## src/rtl/rlbt_pkg.sv

```systemverilog
// shared constants, types and the arctangent table for the bearing tracker
// used by rlbt_ctrl, rlbt_dp and rate_limited_bearing_tracker
package rlbt_pkg;

  localparam int ANGLE_BITS = 16;
  localparam int COORD_BITS = 24;
  localparam int FIELD_BITS = 16;
  localparam int RATE_BITS = 20;
  localparam int TIME_BITS = 20;

  localparam int DIFF_BITS = COORD_BITS + 1;
  localparam int SCALE_SHIFT = 56 - COORD_BITS;
  localparam int CW = 60;

  localparam int CORDIC_STEPS = 30;
  localparam int STEP_BITS = $clog2(CORDIC_STEPS);
  localparam int ZW = 32;

  // floor(p / 1000000) as ((p >> 6) * RECIP) >> 48, exact for p below 2^40
  localparam int PROD_BITS = RATE_BITS + TIME_BITS;
  localparam int PRE_SHIFT = 6;
  localparam int NUM_BITS = PROD_BITS - PRE_SHIFT;
  localparam int RLO_BITS = 17;
  localparam int RHI_BITS = 18;
  localparam int ACC_BITS = NUM_BITS + RLO_BITS + RHI_BITS;
  localparam int RECIP_SHIFT = 48;
  localparam logic [RLO_BITS+RHI_BITS-1:0] RECIP = 35'd18014398510;
  localparam int LIM_BITS = ACC_BITS - RECIP_SHIFT;
  localparam int LIM_STEPS = 2;

  localparam int CMP_BITS = 32;

  localparam logic [RATE_BITS-1:0] TURN_RATE_RESET = RATE_BITS'(16384);

  localparam int ADDR_BITS = 3;
  localparam logic [0:0] REG_TURN_RATE = 1'b0;

  localparam logic ACT_TRACK = 1'b0;
  localparam logic ACT_LOAD = 1'b1;

  typedef struct packed {
    logic                 capture;
    logic                 prep;
    logic                 iter;
    logic                 div_en;
    logic [STEP_BITS-1:0] step;
    logic                 bear;
    logic                 finish;
  } rlbt_cmd_t;

  typedef struct packed {
    logic action;
  } rlbt_sts_t;

  function automatic logic [ZW-1:0] atan_of(input logic [STEP_BITS-1:0] i);
    logic [ZW-1:0] t;
    case (i)
      5'd0: t = 32'd536870912;
      5'd1: t = 32'd316933406;
      5'd2: t = 32'd167458907;
      5'd3: t = 32'd85004756;
      5'd4: t = 32'd42667331;
      5'd5: t = 32'd21354465;
      5'd6: t = 32'd10679838;
      5'd7: t = 32'd5340245;
      5'd8: t = 32'd2670163;
      5'd9: t = 32'd1335087;
      5'd10: t = 32'd667544;
      5'd11: t = 32'd333772;
      5'd12: t = 32'd166886;
      5'd13: t = 32'd83443;
      5'd14: t = 32'd41722;
      5'd15: t = 32'd20861;
      5'd16: t = 32'd10430;
      5'd17: t = 32'd5215;
      5'd18: t = 32'd2608;
      5'd19: t = 32'd1304;
      5'd20: t = 32'd652;
      5'd21: t = 32'd326;
      5'd22: t = 32'd163;
      5'd23: t = 32'd81;
      5'd24: t = 32'd41;
      5'd25: t = 32'd20;
      5'd26: t = 32'd10;
      5'd27: t = 32'd5;
      5'd28: t = 32'd3;
      5'd29: t = 32'd1;
      default: t = '0;
    endcase
    return t;
  endfunction

endpackage

```

## src/rtl/rlbt_ctrl.sv

```systemverilog
// sequencer for the bearing tracker: accept, setup, cordic steps, bearing, update
// depends on rlbt_pkg; drives rlbt_dp through rlbt_cmd_t
module rlbt_ctrl (
  input  logic               clk,
  input  logic               rst_n,
  input  logic               in_valid,
  output logic               in_stall,
  output logic               out_valid,
  input  logic               out_stall,
  input  rlbt_pkg::rlbt_sts_t sts,
  output rlbt_pkg::rlbt_cmd_t cmd
);

  typedef enum logic [2:0] {
    S_IDLE,
    S_PREP,
    S_ITER,
    S_BEAR,
    S_DONE
  } state_t;

  state_t                         state_r, state_nxt;
  logic [rlbt_pkg::STEP_BITS-1:0] cnt_r, cnt_nxt;
  logic                           out_valid_r, out_valid_nxt;
  logic                           accept;
  logic                           finish;

  assign in_stall = (state_r != S_IDLE);
  assign accept = in_valid && (state_r == S_IDLE);
  assign finish = (state_r == S_DONE) && (!out_valid_r || !out_stall);
  assign out_valid = out_valid_r;

  always_comb begin
    cmd.capture = accept;
    cmd.prep = (state_r == S_PREP);
    cmd.iter = (state_r == S_ITER);
    cmd.div_en = (state_r == S_ITER) &&
                 (cnt_r < rlbt_pkg::STEP_BITS'(rlbt_pkg::LIM_STEPS));
    cmd.step = cnt_r;
    cmd.bear = (state_r == S_BEAR);
    cmd.finish = finish;

    state_nxt = state_r;
    cnt_nxt = cnt_r;
    out_valid_nxt = out_valid_r;
    if (out_valid_r && !out_stall) begin
      out_valid_nxt = 1'b0;
    end
    case (state_r)
      S_IDLE: begin
        if (accept) begin
          state_nxt = S_PREP;
        end
      end
      S_PREP: begin
        cnt_nxt = '0;
        if (sts.action == rlbt_pkg::ACT_LOAD) begin
          state_nxt = S_DONE;
        end else begin
          state_nxt = S_ITER;
        end
      end
      S_ITER: begin
        if (cnt_r == rlbt_pkg::STEP_BITS'(rlbt_pkg::CORDIC_STEPS - 1)) begin
          state_nxt = S_BEAR;
        end else begin
          cnt_nxt = cnt_r + 1'b1;
        end
      end
      S_BEAR: begin
        state_nxt = S_DONE;
      end
      S_DONE: begin
        if (finish) begin
          state_nxt = S_IDLE;
          out_valid_nxt = 1'b1;
        end
      end
      default: begin
        state_nxt = S_IDLE;
      end
    endcase
  end

  always_ff @(posedge clk) begin
    if (!rst_n) begin
      state_r <= S_IDLE;
      cnt_r <= '0;
      out_valid_r <= 1'b0;
    end else begin
      state_r <= state_nxt;
      cnt_r <= cnt_nxt;
      out_valid_r <= out_valid_nxt;
    end
  end

`ifndef SYNTH
  a_iter_range: assert property (@(posedge clk) disable iff (!rst_n)
    (state_r == S_ITER) |-> (cnt_r < rlbt_pkg::STEP_BITS'(rlbt_pkg::CORDIC_STEPS)))
    else $error("cordic step count out of range");
  a_accept_prep: assert property (@(posedge clk) disable iff (!rst_n)
    (in_valid && !in_stall) |=> (state_r == S_PREP))
    else $error("accepted transfer did not start setup");
  a_finish_free: assert property (@(posedge clk) disable iff (!rst_n)
    cmd.finish |-> (!out_valid_r || !out_stall))
    else $error("result written over a pending transfer");
  a_finish_out: assert property (@(posedge clk) disable iff (!rst_n)
    cmd.finish |=> (out_valid_r && (state_r == S_IDLE)))
    else $error("finished item not presented");
`endif

endmodule

```

## src/rtl/rlbt_dp.sv

```systemverilog
// datapath of the bearing tracker: cordic vectoring, rate limit by reciprocal multiply,
// heading update; depends on rlbt_pkg; sequenced by rlbt_ctrl
module rlbt_dp (
  input  logic                                   clk,
  input  logic                                   rst_n,
  input  rlbt_pkg::rlbt_cmd_t                     cmd,
  output rlbt_pkg::rlbt_sts_t                     sts,
  input  logic [rlbt_pkg::RATE_BITS-1:0]          turn_rate,
  input  logic                                   in_action,
  input  logic [rlbt_pkg::TIME_BITS-1:0]          in_elapsed_us,
  input  logic signed [rlbt_pkg::COORD_BITS-1:0]  in_own_x,
  input  logic signed [rlbt_pkg::COORD_BITS-1:0]  in_own_y,
  input  logic signed [rlbt_pkg::COORD_BITS-1:0]  in_target_x,
  input  logic signed [rlbt_pkg::COORD_BITS-1:0]  in_target_y,
  input  logic [rlbt_pkg::FIELD_BITS-1:0]         in_new_heading,
  output logic [rlbt_pkg::FIELD_BITS-1:0]         out_heading,
  output logic [rlbt_pkg::FIELD_BITS-1:0]         out_bearing
);

  localparam int AB = rlbt_pkg::ANGLE_BITS;
  localparam int CW = rlbt_pkg::CW;
  localparam int DB = rlbt_pkg::DIFF_BITS;
  localparam int PB = rlbt_pkg::PROD_BITS;
  localparam int NB = rlbt_pkg::CMP_BITS;
  localparam int ZW = rlbt_pkg::ZW;
  localparam int AW = rlbt_pkg::ACC_BITS;
  localparam int MB = rlbt_pkg::NUM_BITS;
  localparam int RL = rlbt_pkg::RLO_BITS;
  localparam int RH = rlbt_pkg::RHI_BITS;
  localparam int RW = RL + RH;
  localparam int PW = MB + RH;
  localparam logic [RW-1:0] RECIP = rlbt_pkg::RECIP;

  logic                                action_r;
  logic [rlbt_pkg::TIME_BITS-1:0]      elapsed_r;
  logic [rlbt_pkg::FIELD_BITS-1:0]     new_heading_r;
  logic signed [DB-1:0]                dx_r;
  logic signed [DB-1:0]                dy_r;
  logic                                zero_r;
  logic signed [CW-1:0]                x_r;
  logic signed [CW-1:0]                y_r;
  logic [ZW-1:0]                       z_r;
  logic [PB-1:0]                       prod_r;
  logic [AW-1:0]                       acc_r;
  logic [AB-1:0]                       bearing_r;
  logic [AB-1:0]                       cur_r, cur_nxt;
  logic [rlbt_pkg::FIELD_BITS-1:0]     out_heading_r;
  logic [rlbt_pkg::FIELD_BITS-1:0]     out_bearing_r;

  logic signed [CW-1:0]                x0, y0, xs, ys;
  logic [ZW-1:0]                       atan_v;
  logic [MB-1:0]                       num;
  logic [RH-1:0]                       mul_k;
  logic [PW-1:0]                       pp;
  logic [AW-1:0]                       pp_sh;
  logic [ZW-1:0]                       zr;
  logic [AB-1:0]                       u;
  logic signed [NB-1:0]                d, lim, d_cl;
  logic [31:0]                         nh_wide, cur_wide, bear_wide;
  logic [AB-1:0]                       bear_sel;

  assign sts.action = action_r;

  always_comb begin
    x0 = CW'(dy_r) <<< rlbt_pkg::SCALE_SHIFT;
    y0 = CW'(dx_r) <<< rlbt_pkg::SCALE_SHIFT;
    xs = x_r >>> cmd.step;
    ys = y_r >>> cmd.step;
    atan_v = rlbt_pkg::atan_of(cmd.step);
    zr = (ZW'(0) - z_r) + (ZW'(1) << (ZW - 1 - AB));

    // low reciprocal half on the first step, high half on the second
    num = prod_r[PB-1:rlbt_pkg::PRE_SHIFT];
    mul_k = (cmd.step == '0) ? RH'(RECIP[RL-1:0]) : RECIP[RW-1:RL];
    pp = PW'(num) * PW'(mul_k);
    pp_sh = (cmd.step == '0) ? AW'(pp) : (AW'(pp) << RL);

    bear_sel = (action_r == rlbt_pkg::ACT_LOAD) ? '0 : bearing_r;
    u = bearing_r - cur_r;
    if (u > (AB'(1) << (AB - 1))) begin
      d = NB'(u) - (NB'(1) << AB);
    end else begin
      d = NB'(u);
    end
    lim = NB'(acc_r[AW-1:rlbt_pkg::RECIP_SHIFT]);
    if (d > lim) begin
      d_cl = lim;
    end else if (d < -lim) begin
      d_cl = -lim;
    end else begin
      d_cl = d;
    end
    nh_wide = 32'(new_heading_r);
    if (action_r == rlbt_pkg::ACT_LOAD) begin
      cur_nxt = nh_wide[AB-1:0];
    end else begin
      cur_nxt = cur_r + d_cl[AB-1:0];
    end
    cur_wide = 32'(cur_nxt);
    bear_wide = 32'(bear_sel);
  end

  always_ff @(posedge clk) begin
    if (cmd.capture) begin
      action_r <= in_action;
      elapsed_r <= in_elapsed_us;
      new_heading_r <= in_new_heading;
      dx_r <= DB'(in_own_x) - DB'(in_target_x);
      dy_r <= DB'(in_own_y) - DB'(in_target_y);
    end
    if (cmd.prep) begin
      zero_r <= (dx_r == '0) && (dy_r == '0);
      prod_r <= PB'(turn_rate) * PB'(elapsed_r);
      acc_r <= '0;
      if (dy_r < 0) begin
        x_r <= -x0;
        y_r <= -y0;
        z_r <= ZW'(1) << (ZW - 1);
      end else begin
        x_r <= x0;
        y_r <= y0;
        z_r <= '0;
      end
    end
    if (cmd.iter) begin
      if (y_r >= 0) begin
        x_r <= x_r + ys;
        y_r <= y_r - xs;
        z_r <= z_r + atan_v;
      end else begin
        x_r <= x_r - ys;
        y_r <= y_r + xs;
        z_r <= z_r - atan_v;
      end
    end
    if (cmd.div_en) begin
      acc_r <= acc_r + pp_sh;
    end
    if (cmd.bear) begin
      bearing_r <= zero_r ? '0 : zr[ZW-1 -: AB];
    end
    if (cmd.finish) begin
      out_heading_r <= cur_wide[rlbt_pkg::FIELD_BITS-1:0];
      out_bearing_r <= bear_wide[rlbt_pkg::FIELD_BITS-1:0];
    end
  end

  always_ff @(posedge clk) begin
    if (!rst_n) begin
      cur_r <= '0;
    end else if (cmd.finish) begin
      cur_r <= cur_nxt;
    end
  end

  assign out_heading = out_heading_r;
  assign out_bearing = out_bearing_r;

endmodule

```

## src/rtl/rate_limited_bearing_tracker.sv

```systemverilog
// Turns a kept heading toward the bearing of a target, at most turn_rate angle units per
// second. A track item computes the bearing with a 30-step iterative CORDIC (one step per
// cycle) while a two-step reciprocal multiply finds the turn limit; the block takes a new
// item only once the previous one is through accept, setup, 30 CORDIC steps, bearing
// rounding and heading update, a load item through accept, setup and heading update. The
// output register lets the next item be accepted while a result still waits for transfer.
// top level: apb register for turn_rate, instances of rlbt_ctrl and rlbt_dp
// depends on rlbt_pkg
module rate_limited_bearing_tracker (
  input  logic                                   clk,
  input  logic                                   rst_n,
  input  logic                                   in_valid,
  output logic                                   in_stall,
  input  logic                                   in_action,
  input  logic [rlbt_pkg::TIME_BITS-1:0]          in_elapsed_us,
  input  logic signed [rlbt_pkg::COORD_BITS-1:0]  in_own_x,
  input  logic signed [rlbt_pkg::COORD_BITS-1:0]  in_own_y,
  input  logic signed [rlbt_pkg::COORD_BITS-1:0]  in_target_x,
  input  logic signed [rlbt_pkg::COORD_BITS-1:0]  in_target_y,
  input  logic [rlbt_pkg::FIELD_BITS-1:0]         in_new_heading,
  output logic                                   out_valid,
  input  logic                                   out_stall,
  output logic [rlbt_pkg::FIELD_BITS-1:0]         out_heading,
  output logic [rlbt_pkg::FIELD_BITS-1:0]         out_bearing,
  input  logic                                   psel,
  input  logic                                   penable,
  input  logic                                   pwrite,
  input  logic [rlbt_pkg::ADDR_BITS-1:0]          paddr,
  input  logic [31:0]                            pwdata,
  output logic [31:0]                            prdata,
  output logic                                   pready
);

  logic [rlbt_pkg::RATE_BITS-1:0] turn_rate_r;
  logic                           reg_hit;
  rlbt_pkg::rlbt_cmd_t            cmd;
  rlbt_pkg::rlbt_sts_t            sts;

  assign pready = 1'b1;
  assign reg_hit = (paddr[2:2] == rlbt_pkg::REG_TURN_RATE);
  assign prdata = reg_hit ? 32'(turn_rate_r) : '0;

  always_ff @(posedge clk) begin
    if (!rst_n) begin
      turn_rate_r <= rlbt_pkg::TURN_RATE_RESET;
    end else if (psel && penable && pwrite && reg_hit) begin
      turn_rate_r <= pwdata[rlbt_pkg::RATE_BITS-1:0];
    end
  end

  rlbt_ctrl u_ctrl (
    .clk       (clk),
    .rst_n     (rst_n),
    .in_valid  (in_valid),
    .in_stall  (in_stall),
    .out_valid (out_valid),
    .out_stall (out_stall),
    .sts       (sts),
    .cmd       (cmd)
  );

  rlbt_dp u_dp (
    .clk            (clk),
    .rst_n          (rst_n),
    .cmd            (cmd),
    .sts            (sts),
    .turn_rate      (turn_rate_r),
    .in_action      (in_action),
    .in_elapsed_us  (in_elapsed_us),
    .in_own_x       (in_own_x),
    .in_own_y       (in_own_y),
    .in_target_x    (in_target_x),
    .in_target_y    (in_target_y),
    .in_new_heading (in_new_heading),
    .out_heading    (out_heading),
    .out_bearing    (out_bearing)
  );

endmodule

```

## config.mk

```make
export PLATFORM = sky130hd
export DESIGN_NAME = rate_limited_bearing_tracker
export DESIGN_NICKNAME = d
export VERILOG_FILES = /design/src/rtl/rlbt_pkg.sv /design/src/rtl/rlbt_ctrl.sv /design/src/rtl/rlbt_dp.sv /design/src/rtl/rate_limited_bearing_tracker.sv
export SDC_FILE = /design/constraint.sdc
export NUM_CORES = 2
export LEC_CHECK = 0
export BUFFER_PORTS_ARGS = -buffer_cell sky130_fd_sc_hd__buf_2
export CORE_ASPECT_RATIO = 0.9
export CORE_MARGIN = 3
export CORE_UTILIZATION = 41
export CTS_CLUSTER_SIZE = 10
export DETAILED_ROUTE_END_ITERATION = 10
export HOLD_SLACK_MARGIN = 0.12
export PLACE_DENSITY = 0.64
export SLEW_MARGIN = 25
export SYNTH_ARGS = -nofsm -noshare
export SYNTH_HDL_FRONTEND = slang
export SYNTH_HIERARCHICAL = 1
export SYNTH_SLANG_ARGS = --single-unit
```

## constraint.sdc

```tcl
create_clock -name clk -period 15.62 [get_ports clk]
set_input_delay 0.781 -clock clk [delete_from_list [all_inputs] [get_ports clk]]
set_output_delay 0.781 -clock clk [all_outputs]
set_load 0.05 [all_outputs]
```

Word-level counts from Yosys, hierarchy flattened
Memory sizes are Yosys's and may differ from the RTL's. A register that Yosys moved wholly into a read port is not among the register bits.
Cells that the tools add are included.

word-level totals
  ROM bits = 960
  input port bits = 175
  output and inout bits = 67
  word-level logic and storage cells = 111
  flip-flop bits (word level) = 442
  memories kept = 1

operators by class
  shift-type cells = 2
  add/subtract/negate cells = 18
  order comparisons = 6
  multiply operators = 2
  reductions and logical operators = 20
  bitwise logic cells = 1
  mux-type cells = 33
  eq/ne operators = 9

memories
  memory           words  bits a word  read ports  clocked after memory_dff  write ports  line            source
  (no name shown)  32     30           1           1                         0            rlbt_pkg.sv:57  case (i)

operators by type and width
  kind                      number
  $mux W60                  8
  $mux W69                  3
  $mux W32                  5
  $add A60 B60 Y60          2
  $neg A57 Y60              2
  $sshr A60 B5 Y60          2
  $sub A60 B60 Y60          2
  $add A69 B69 Y69          1
  $ge A60 B1 Y1 const B     1
  $mul A34 B18 Y52          1
  $logic_not A25 Y1         2
  $sub A24 B24 Y25          2
  $mux W16                  3
  $mul A20 B20 Y40          1
  $add A32 B16 Y32 const B  1
  $add A32 B32 Y32          1
  $gt A32 B22 Y1            1
  $lt A32 B32 Y1            1
  $neg A21 Y32              1
  $sub A1 B32 Y32 const A   1
  $sub A32 B32 Y32          1
  $lt A25 B1 Y1 const B     1
  $mux W20                  1
  $mux W18                  1
  other kinds (27)          46

Logic depth before layout (Yosys ltp)
  word-level depth = 8
  gate-level depth with buffers = 51
  gate-level depth less buffers = 44

Hierarchy
The synthesis kept the hierarchy.

modules (own cells, without submodules)
  module                        instances  sequential area each (um2)  cells an instance  area an instance (um2)
  rlbt_dp                       1          12031.5                     7939               71173.3
  rate_limited_bearing_tracker  1          400.4                       125                1046.0
  rlbt_ctrl                     1          180.2                       62                 514.2

Worst setup path before layout
Ideal clock, no wire load.

  path kind = reg2reg
  start point = register u_ctrl/cnt_r[2] (netlist bit)
  end point = register u_dp.acc_r[63] (data pin)
  cell stages (with the launch flop) = 44
  period minus slack after synthesis = 11.127 ns
  data arrival time = 10.861 ns
  path slack = 4.493 ns
  path buffers = 7
  data required time = 15.354 ns
  setup time = 0.266 ns
  path through = dfxtp_1 -> inv_1 -> buf_2 -> buf_2 -> buf_2 -> buf_2 -> buf_2 -> nand2_1 -> nor2_1 -> clkbuf_1 -> clkbuf_1 -> nand2_1 -> nand2_1 -> ha_1 -> fa_1 -> fa_1 -> fa_1 -> fa_1 -> [8 not listed] -> a21oi_1 -> a21oi_1 -> a221oi_1 -> o21ai_0 -> a211oi_1 -> nor2_1 -> xnor2_1 -> o21ai_0 -> ha_1 -> nand4_1 -> or3_1 -> or4_1 -> o21bai_1 -> a41o_1 -> nand3_1 -> o31ai_1 -> xnor2_1 -> nor2_1

on the way
  word-level cells in the longest chain between the ends = 6
  elaborated cells between the ends (all ways) = 8
  classes of those cells = add/sub (1); mul (1); order compare (1); mux (3); reduce/logical (2)

ends and longest elaborated chain
  what                      line                          source
  start: declaration        rlbt_ctrl.sv:23               logic [rlbt_pkg::STEP_BITS-1:0] cnt_r, cnt_nxt;
  start signal: assignment  rlbt_ctrl.sv:92               cnt_r <= cnt_nxt;
  $logic_not A5 Y1          rlbt_dp.sv:74, rlbt_dp.sv:76
  $mux W18                  rlbt_dp.sv:74                 mul_k = (cmd.step == '0) ? RH'(RECIP[RL-1:0]) : RECIP[RW-1:RL];
  $mul A34 B18 Y52          rlbt_dp.sv:75                 pp = PW'(num) * PW'(mul_k);
  $mux W69                  rlbt_dp.sv:76                 pp_sh = (cmd.step == '0) ? AW'(pp) : (AW'(pp) << RL);
  $add A69 B69 Y69          rlbt_dp.sv:137                acc_r <= acc_r + pp_sh;
  $mux W69 (*)              rlbt_dp.sv:136                if (cmd.div_en) begin
  end signal: assignment    rlbt_dp.sv:137
  end: declaration          rlbt_dp.sv:44                 logic [AW-1:0] acc_r;

Mark *: on every way between the ends. The rest lies on a longest branch, timed or not.
A chain may end at the register's enable or synchronous reset.

Worst setup path after layout
  start point = register u_ctrl/cnt_r[0] (netlist bit)
  end point = register u_dp.acc_r[63] (data pin)

Same word-level chain as after synthesis.

==> flow_summary.yaml <==
worst_setup_path:
  crit_slowest_cell: "inv_1"
  critPathLaunchType: "register"
  critical_path_arrival_ns: 12.96
  crit_start: "u_ctrl/cnt_r[0]"
  crit_type: "register to register"
  critPathMaxFanout: 40
  cp.required_ns: 16.02
  setup.worst_path.end_class: "register"
  crit_end: "u_dp/acc_r[63]"
  r2r_start: "u_ctrl/cnt_r[0]"
  rr_endpoint: "u_dp/acc_r[63]"
  cpPeakStageDelay_ns: 0.79
  worst_path_most_repeated_cell: "inv_1"
  rrSetupSlack_ns: 3.06
  rr_worst_depth: 39
clocking:
  numClockSinks: 435
  ctsHoldBuffers: 0
  postCtsResizedCells: 0
  path_clk_slew_ns: 0.06
  cts_tree: "yes"
  root_buffer: "clkbuf_16"
  post_cts_buffers: 0
  insertion_delay_ns: 0.70
  cts_buffers: 58
  htree_levels: 2
  cts_buffer_depth: 3
routing:
  first_pass_iters: 6
  wire_per_inst_microns: 19.3
  vias_per_cell: 5.64
  routed-via-count: 59100
  antenna_left: 0
  drc: 0
  dr.first_iter.drc_count: 5063
  wl_microns: 202000
place:
  dp_hpwl_microns: 160000
  finalWeightedCongestion: 0.952
  portBuffers: 214
  pre_cts_ws_ns: 3.30
global_routing:
  grtUsageTotal_pct: 21.7
  grt_pass1_vias: 57600
  grtUsageMet2_pct: 32.7
  grt_overflow: 0
  met3_usage_pct: 5.02
  grt_max_degree: 133
  grtUsageMet1_pct: 31.5
  grt_pass1_wl_microns: 320000
  top_usage_layer: "met2"
  antenna_found_initial: 5
sta:
  setup_viol: 0
  fin_setup_tns_ns: 0
  slew_headroom_pct: 28.8
  rsz0062_at_grt: "no"
  tightest_slew_ns: 1.07
  drv_slew: 0
  max_freq_mhz: 79.6
  min_period_over_period_pct: 80.4
  fin_crit_ns: 12.56
  fin_skew_ns: 0.0407
  hold_viol_final: 0
  worst_slack_ns: 3.06
job:
  drv_cap: 0
logic_synthesis:
  synth_area_leaders: "fa_1, edfxtp_1, ha_1"
  ys_types: 106
  synth_xor_area_share_pct: 6.63
  synthAdderAreaFrac_pct: 30.6
  yosys.area_share.simple_pct: 15.0
  muxShareOfSynthArea_pct: 8.68
  synth_edf_count: 390
  syn_area_sq_um: 72700
  ys_seq_area_share_pct: 17.3
  synth_top_area_share_pct: 17.1
  ys_async_sr_fraction_pct: 0
  synth-compound-area-share_pct: 13.8
  synth_area_leader_cell: "fa_1"
  ys_ff_latch: 435
  synth_top_family_by_area: "adder cells"
  synthCells: 8126
  yosysWarnings: 6
  synth_ff_type: "edfxtp_1"
  syn_avg_cell_area_sq_um: 8.95
floorplan:
  initial_utilization_pct: 41.3
  die_w_microns: 450
  fp.dieH_microns: 406
  core-area_sq_um: 176000
  ios: 242
  dieArea_sq_um: 182000
  fp-row-count: 146
final_layout:
  fin_nets: 9645
  fillers: 17100
  drive_gt1_share_pct: 8.44
  syn2layout_area_growth_pct: 6.45
min_path:
  hold_depth: 1
  holdCritPathClass: "primary input to register"
outcome:
  status: "completed"
[placed cells by master, fill, tap and decap left out, drive strengths merged, types with 22 or more instances in the layout]
cell type / synthesis / layout
o21ai: 382 / 382
dfxtp: 45 / 45
fa: 622 / 622
inv: 1055 / 1055
nand4: 58 / 58
clkbuf: 290 / 78
nand3: 111 / 111
and2: 195 / 195
nand2b: 60 / 60
mux2: 60 / 60
a21oi: 437 / 437
edfxtp: 390 / 390
mux2i: 146 / 146
o21bai: 57 / 57
o21a: 68 / 68
ha: 782 / 782
nor2b: 95 / 95
a2111oi: 22 / 22
buf: 108 / 266
or2: 51 / 51
nor4: 32 / 32
or3: 44 / 44
a31oi: 48 / 48
nor2: 559 / 559
xnor2: 347 / 347
a211oi: 44 / 44
nor3: 126 / 126
a21o: 232 / 232
and3: 61 / 61
xor2: 201 / 201
mux4: 180 / 180
o31ai: 50 / 50
nand2: 849 / 849
[final cells by class]
type	instances	area (sq um)	share of cell area, %
timing repair buffer	266	1470	1.90
tap	2368	2960	3.83
antenna	2	5.00	0.00646
sequential	435	12600	16.3
clock buffer	78	1560	2.01
multi-input combinational	6250	54500	70.3
inverter	1055	3970	5.13
clock inverter	24	358	0.462
[cell families after synthesis]
kind of cell | after synthesis
AO/OA/AOI/OAI | 1576
buffers and inverters | 1453
other | 4
multiplexers | 386
XOR/XNOR | 549
adder cells (fa/ha/maj) | 1404
flip-flops | 435
AND/OR/NAND/NOR | 2319
[per-layer routing]
metal  routed length [microns]  part of all wire [%]
met3                     19100                   9.5
met1                     92200                    46
met5                        14                0.0069
met4                      4580                   2.3
met2                     86100                    43
[Yosys cell counts, drive strengths merged, types with 51 or more instances]
library cell,count
nand4,58
xnor2,347
ha,782
buf,108
mux2i,146
and2,195
nor2b,95
or2,51
o21ai,382
nand2b,60
mux4,180
a21o,232
mux2,60
clkbuf,290
inv,1055
xor2,201
fa,622
a21oi,437
edfxtp,390
nand2,849
nor2,559
and3,61
o21a,68
nor3,126
nand3,111
o21bai,57
[metrics by stage]
step / cells / instance area, sq um / utilization, % / hold slack (ns)
global route: 10500 / 77400 / 44.0 / 0.210
CTS: 10500 / 77400 / 44.0 / 0.191
finish: 10500 / 77400 / 44.0 / 0.252
global placement: 10400 / 75500 / 42.9 / 0.465
detailed placement: 10400 / 75500 / 42.9 / 0.468
floorplan: 8138 / 72800 / - / 0.454
[state kept, by name, indices dropped and copies added, names as in the netlist, 20 cells and up]
signal / flops
turn_rate_r: 20
u_dp/acc_r: 68
u_dp/dx_r: 25
u_dp/dy_r: 25
u_dp/elapsed_r: 20
u_dp/prod_r: 34
u_dp/x_r: 60
u_dp/y_r: 60
u_dp/z_r: 32
[worst min path at each step]
stage | from | end | slack (ns)
after floorplan | turn_rate_r[10] | turn_rate_r[10] | 0.45
after global placement | turn_rate_r[19] | turn_rate_r[19] | 0.47
after detailed placement | turn_rate_r[19] | turn_rate_r[19] | 0.47
after CTS | in_new_heading[5] | u_dp/new_heading_r[5] | 0.19
after global routing | in_new_heading[5] | u_dp/new_heading_r[5] | 0.21
final | in_new_heading[5] | u_dp/new_heading_r[5] | 0.25
[worst max-delay path, delay by kind of cell, from the launching register on]
kind,cells,cell delay (ns)
flops,1,0.41
compound gates,12,3.47
simple gates,9,2.26
xor+xnor,2,0.43
buf+inv,7,1.56
fa+ha+maj,9,4.08
Power is not shown: default switching activity piles up to over one toggle a cycle in this logic, so the estimate is an artifact.
